### config.mk
export PLATFORM = sky130hd
export DESIGN_NAME = lmsc_addr
export DESIGN_NICKNAME = d
export VERILOG_FILES = /design/src/hw/rtl/assert_macros.svh /design/src/hw/rtl/lmsc_addr.sv
export SDC_FILE = /design/constraint.sdc
export NUM_CORES = 1
export LEC_CHECK = 0
export BUFFER_PORTS_ARGS = -buffer_cell sky130_fd_sc_hd__buf_2
export CAP_MARGIN = 10
export CORE_AREA = 5 5 136 138
export DETAILED_ROUTE_END_ITERATION = 6
export DIE_AREA = 0 0 141 143
export GPL_TIMING_DRIVEN = 0
export PLACE_DENSITY = 0.58
export SLEW_MARGIN = 20
export SYNTH_ARGS = -nofsm -noshare
export SYNTH_HDL_FRONTEND = slang
export SYNTH_SLANG_ARGS = --single-unit
### constraint.sdc
create_clock -name i_clk -period 12.2 [get_ports i_clk]
set_input_delay 1.83 -clock i_clk [delete_from_list [all_inputs] [get_ports i_clk]]
set_output_delay 1.83 -clock i_clk [all_outputs]
set_load 0.005 [all_outputs]
### src/hw/rtl/assert_macros.svh
// Assertion macros shared by the RTL of the clustering block.
// Depends on nothing; included by files that carry concurrent assertions.
`ifndef ASSERT_MACROS_SVH
`define ASSERT_MACROS_SVH

// A condition that must hold at every clock edge outside reset.
`define ASSERT_ALWAYS(lbl, clk, rst_n, expr) \
    lbl: assert property (@(posedge clk) disable iff (!rst_n) (expr)) \
        else $error("assertion failed");

// An antecedent that forces its consequent in the following cycle.
`define ASSERT_NEXT(lbl, clk, rst_n, ante, cons) \
    lbl: assert property (@(posedge clk) disable iff (!rst_n) (ante) |=> (cons)) \
        else $error("assertion failed");

`endif

### src/hw/rtl/lmsc_addr.sv
// Two-stage linear address unit: slice * plane + row * cols + col.
// Depends on nothing; used by the clustering top level for voxel addressing.
`timescale 1ns / 1ps

module lmsc_addr #(
    parameter int RW  = 7,
    parameter int CW  = 7,
    parameter int ZW  = 6,
    parameter int PLW = 13,
    parameter int AW  = 17
) (
    input  logic           i_clk,
    input  logic [ZW-1:0]  i_z,
    input  logic [RW-1:0]  i_r,
    input  logic [CW-1:0]  i_c,
    input  logic [PLW-1:0] i_plane,
    input  logic [CW-1:0]  i_ncols,
    output logic [AW-1:0]  o_addr
);

    logic [AW-1:0] r_zp;
    logic [AW-1:0] r_rc;
    logic [AW-1:0] r_c;
    logic [AW-1:0] r_addr;

    // First stage forms the two products, the second adds them up.
    always_ff @(posedge i_clk) begin
        r_zp   <= AW'(i_z * i_plane);
        r_rc   <= AW'(i_r * i_ncols);
        r_c    <= AW'(i_c);
        r_addr <= r_zp + r_rc + r_c;
    end

    assign o_addr = r_addr;

endmodule

### After elaboration in Yosys (flattened, before gate mapping)

Index checks and enable logic that the tools add are counted.

| cells by class | value |
|---|---|
| $add $sub $neg | 2 |
| multipliers | 2 |

Operators with widths:

| operator | count |
|---|---|
| $add 17x14->17 | 1 |
| $add 17x7->17 | 1 |
| $mul 6x13->17 | 1 |
| $mul 7x7->14 | 1 |

| word-level totals | value |
|---|---|
| flip-flop bits (word level) | 55 |
| output and inout port bits | 17 |
| logic and storage cells | 8 |

### Longest topological paths before layout

| logic depth | value |
|---|---|
| word-level depth | 2 |
| mapped depth | 16 |

### Worst setup path before layout

Ideal clock, no wire load.

| path | value |
|---|---|
| path kind | input-to-reg |
| start | input port i_ncols[1] |
| end | register r_rc[11] |
| library setup time | 0.072 ns |
| arrival | 5.437 ns |
| data required time | 12.128 ns |
| setup slack | 6.691 ns |
| cell stages on the path | 16 |
| cells stage by stage | and2_1 fa_1 inv_1 fa_1 inv_1 fa_1 inv_1 fa_1 inv_1 ha_1 o21a_1 o31a_1 or3_1 a31o_1 a21oi_2 xnor2_1 |

| between the ends | value |
|---|---|
| longest elaborated chain between the ends | 1 |

Ends and longest elaborated chain:

| element | line | source |
|---|---|---|
| start, declared | lmsc_addr.sv:17 | `input logic [CW-1:0] i_ncols,` |
| $mul 7x7->14 | lmsc_addr.sv:29 | `r_rc <= AW'(i_r * i_ncols);` |
| end signal, assigned | lmsc_addr.sv:29 |  |
| end, declared | lmsc_addr.sv:22 | `logic [AW-1:0] r_rc;` |

Every way passes these cells.

### Worst setup path after layout

| path | value |
|---|---|
| start | input port i_z[5] |
| end | register r_zp[16] |

| between the ends | value |
|---|---|
| longest elaborated chain between the ends | 1 |

Ends and longest elaborated chain:

| element | line | source |
|---|---|---|
| start, declared | lmsc_addr.sv:13 | `input logic [ZW-1:0] i_z,` |
| $mul 6x13->17 | lmsc_addr.sv:28 | `r_zp <= AW'(i_z * i_plane);` |
| end signal, assigned | lmsc_addr.sv:28 |  |
| end, declared | lmsc_addr.sv:21 | `logic [AW-1:0] r_zp;` |

Every way passes these cells.

==> flow_metrics.py <==
metrics = {
    "cells_and_area": {
        "diodes": 0,
        "fill_cells": 1751,
        "layout-drive-gt1-share_pct": 11.1,
        "area_delta_synth_final_pct": 12.3,
        "fin_nets": 865,
        "multiInputGateArea_um2": 4350,
        "ff_latch_area_um2": 1100,
    },
    "detailed_routing": {
        "wirelength_mm": 10.9,
        "top_layer": "met4",
        "drc": 0,
        "wl_per_cell_um": 12.1,
        "avgViaCountPerCell": 4.53,
        "wl_met3_um": 339,
        "drt_pass1_iterations": 4,
        "wl_met1_mm": 5.48,
        "dr_wl_met2_mm": 4.98,
        "route.vias.total": 4070,
        "drtAntennaViolNets": 0,
        "drtIter0Drc": 86,
    },
    "synthesis": {
        "synth_edf_count": 0,
        "yosys_warnings": 0,
        "synth_common_cells": "and2_1, inv_1, fa_1, ha_1, dfxtp_1",
        "yosys.area.top_type": "fa_1",
        "yosysTopAreaCellShare_pct": 26.1,
        "syn-num-nets": 801,
        "synth.area.top_cells": "fa_1, dfxtp_1, ha_1",
        "syn_area_um2": 5840,
        "yosysSeqAreaShare_pct": 18.9,
        "synthCells": 609,
        "yosysMostFrequentCell": "and2_1",
        "ys_seq_elements": 55,
        "synth_ff_type": "dfxtp_1",
        "synth-async-reset-ratio_pct": 0,
        "synth.distinct_cells": 43,
        "syn_avg_cell_area_um2": 9.58,
    },
    "job": {
        "cap_viol_max_count": 0,
    },
    "global_route": {
        "overflow": 0,
        "grt_max_degree": 20,
        "antenna_found_initial": 0,
        "first_global_vias": 4147,
        "track_usage_pct": 11.5,
        "grt_pass1_wl_mm": 19.3,
    },
    "cts": {
        "hold_buffers": 0,
        "cts_made_buffers": 5,
        "cts_sinks": 55,
        "cts_buffer_depth": 2,
        "htree_num_levels": 2,
        "post_cts_buffers": 0,
        "cts_root_buffer": "clkbuf_16",
        "clock_latency_ps": 290,
        "cts_tree": "built",
        "cts-resized-gates": 0,
        "path_clk_slew_ps": 70,
    },
    "sta": {
        "slew_headroom_pct": 67.9,
        "tightest_slew_ps": 482,
        "clock_skew_ps": 5.16,
        "fmax_mhz": 180,
        "min_period_over_period_pct": 45.7,
        "rsz0062_at_grt": "false",
        "fin_setup_tns_ps": 0,
        "whs_ps": 428,
        "hold_violations": 0,
        "setup_viol": 0,
        "fin_crit_ps": 5570,
        "drv_slew": 0,
    },
    "floorplan": {
        "die_area_um2": 20200,
        "die_x_um": 141,
        "row_count": 48,
        "core_area_um2": 17100,
        "start_util_pct": 34.2,
        "die_h_um": 143,
        "ioPinCount": 58,
    },
    "critical_path": {
        "crit_chain": "buf_2 > clkbuf_1 > and2_1 > fa_1 > fa_1 > inv_1 > fa_1 > inv_1 > ha_1 > a2111o_1 > o21ai_1 > a21oi_1 > a21o_1 > a21oi_1 > xnor2_1",
        "critPathSlowestCell": "fa_1",
        "cpPeakStageDelay_ps": 550,
        "worstSetupStartpoint": "i_z[5]",
        "worst_r2r_startpoint": "r_zp[0]$_DFF_P_",
        "crit_top_cell": "fa_1",
        "endpoint_kind": "register",
        "cp-start-kind": "primary input",
        "required_ps": 12420,
        "cp_data_arrival_time_ps": 5790,
        "crit_path_max_fanout": 10,
        "criticalPathCategory": "in2reg",
    },
    "power": {
        "powerDensity_nw_per_um2": 205,
        "cellLeakagePower_nw": 3.27,
        "irDropWorstVdd_uv": 106,
    },
    "run_status": {
        "outcome": "completed",
    },
    "placed_design": {
        "dp_hpwl_mm": 9.33,
        "port_buffers": 57,
        "gp_congestion": 0.796,
    },
    "hold_path": {
        "hp-class": "reg2reg",
        "worstHoldStart": "r_zp[16]$_DFF_P_",
    },
}
report_power, final:
group	switching (mW)	internal, mW
sequential	0.0268	0.266
combinational	0.491	0.413
clock	0.0660	0.0779
total	0.584	0.757
through the flow:
step	instance area, um^2	instances	setup WS [ps]	total power [mW]	util [%]
6_report	6560	899	6630	1.34	38.4
5_1_grt	6560	899	6430	1.51	38.4
4_1_cts	6560	899	6620	1.37	38.4
3_5_place_dp	6400	891	6320	1.21	37.5
3_3_place_gp	6400	891	6320	1.21	37.5
2_1_floorplan	5840	609	6690	1.01	-
routing by layer:
metal,up-vias,GRT usage [%]
met2,48,18.9
met4,0,2.04
li1,2070,-
met1,1945,16.2
met5,-,0
met3,7,1.67
registers in the layout (all words and copies together), names as in the netlist:
name	cells
r_rc	14
o_addr	17
r_c	7
r_zp	17
kinds of logic after synthesis:
| group | Yosys count | share of synthesized area [%] |
|---|---|---|
| AOI/OAI and AO/OA | 88 | 10.1 |
| xor gates and xnor gates | 36 | 5.40 |
| adders and majority gates | 151 | 42.2 |
| buffers and inverters | 101 | 6.52 |
| DFF | 55 | 18.9 |
| and+or+nand+nor | 178 | 17.0 |
worst max-delay path, delay by kind of cell:
kind	cells	cell delay [ps]
adders and majority gates	4	1890
AOI/OAI and AO/OA	5	1080
buffers and inverters	4	600
and+or+nand+nor	1	230
xor gates and xnor gates	1	140
placed cells by master (no fill, tap or decap), types with 6 or more instances in the layout:
cell and count:
and2_1 104, inv_1 94, fa_1 76, ha_1 75
buf_2 58, dfxtp_1 55, nand2_1 31, a21oi_1 28
xnor2_1 22, nor2_1 19, xor2_1 14, a21o_1 11
o21ai_0 8, o21a_1 7, o21ai_1 7, clkbuf_1 6
final cells by class:
type                       count  share of cell area [%]
tap                          225                    4.29
clock buffer                   5                    1.91
multi-input combinational    453                    66.4
buffer                         7                   0.420
sequential                    55                    16.8
timing repair buffer          57                    4.35
inverter                      94                    5.38
clock inverter                 3                   0.420
path summary, 6_finish.rpt:
path,end,slack [ps],cells after the start
setup / recovery,r_zp[16]$_DFF_P_,6630,15
hold reg to reg,o_addr[16]$_DFF_P_,430,1
hold / removal,o_addr[16]$_DFF_P_,430,1
setup reg to reg,o_addr[15]$_DFF_P_,9430,13
Power figures use the tool's default switching activity.
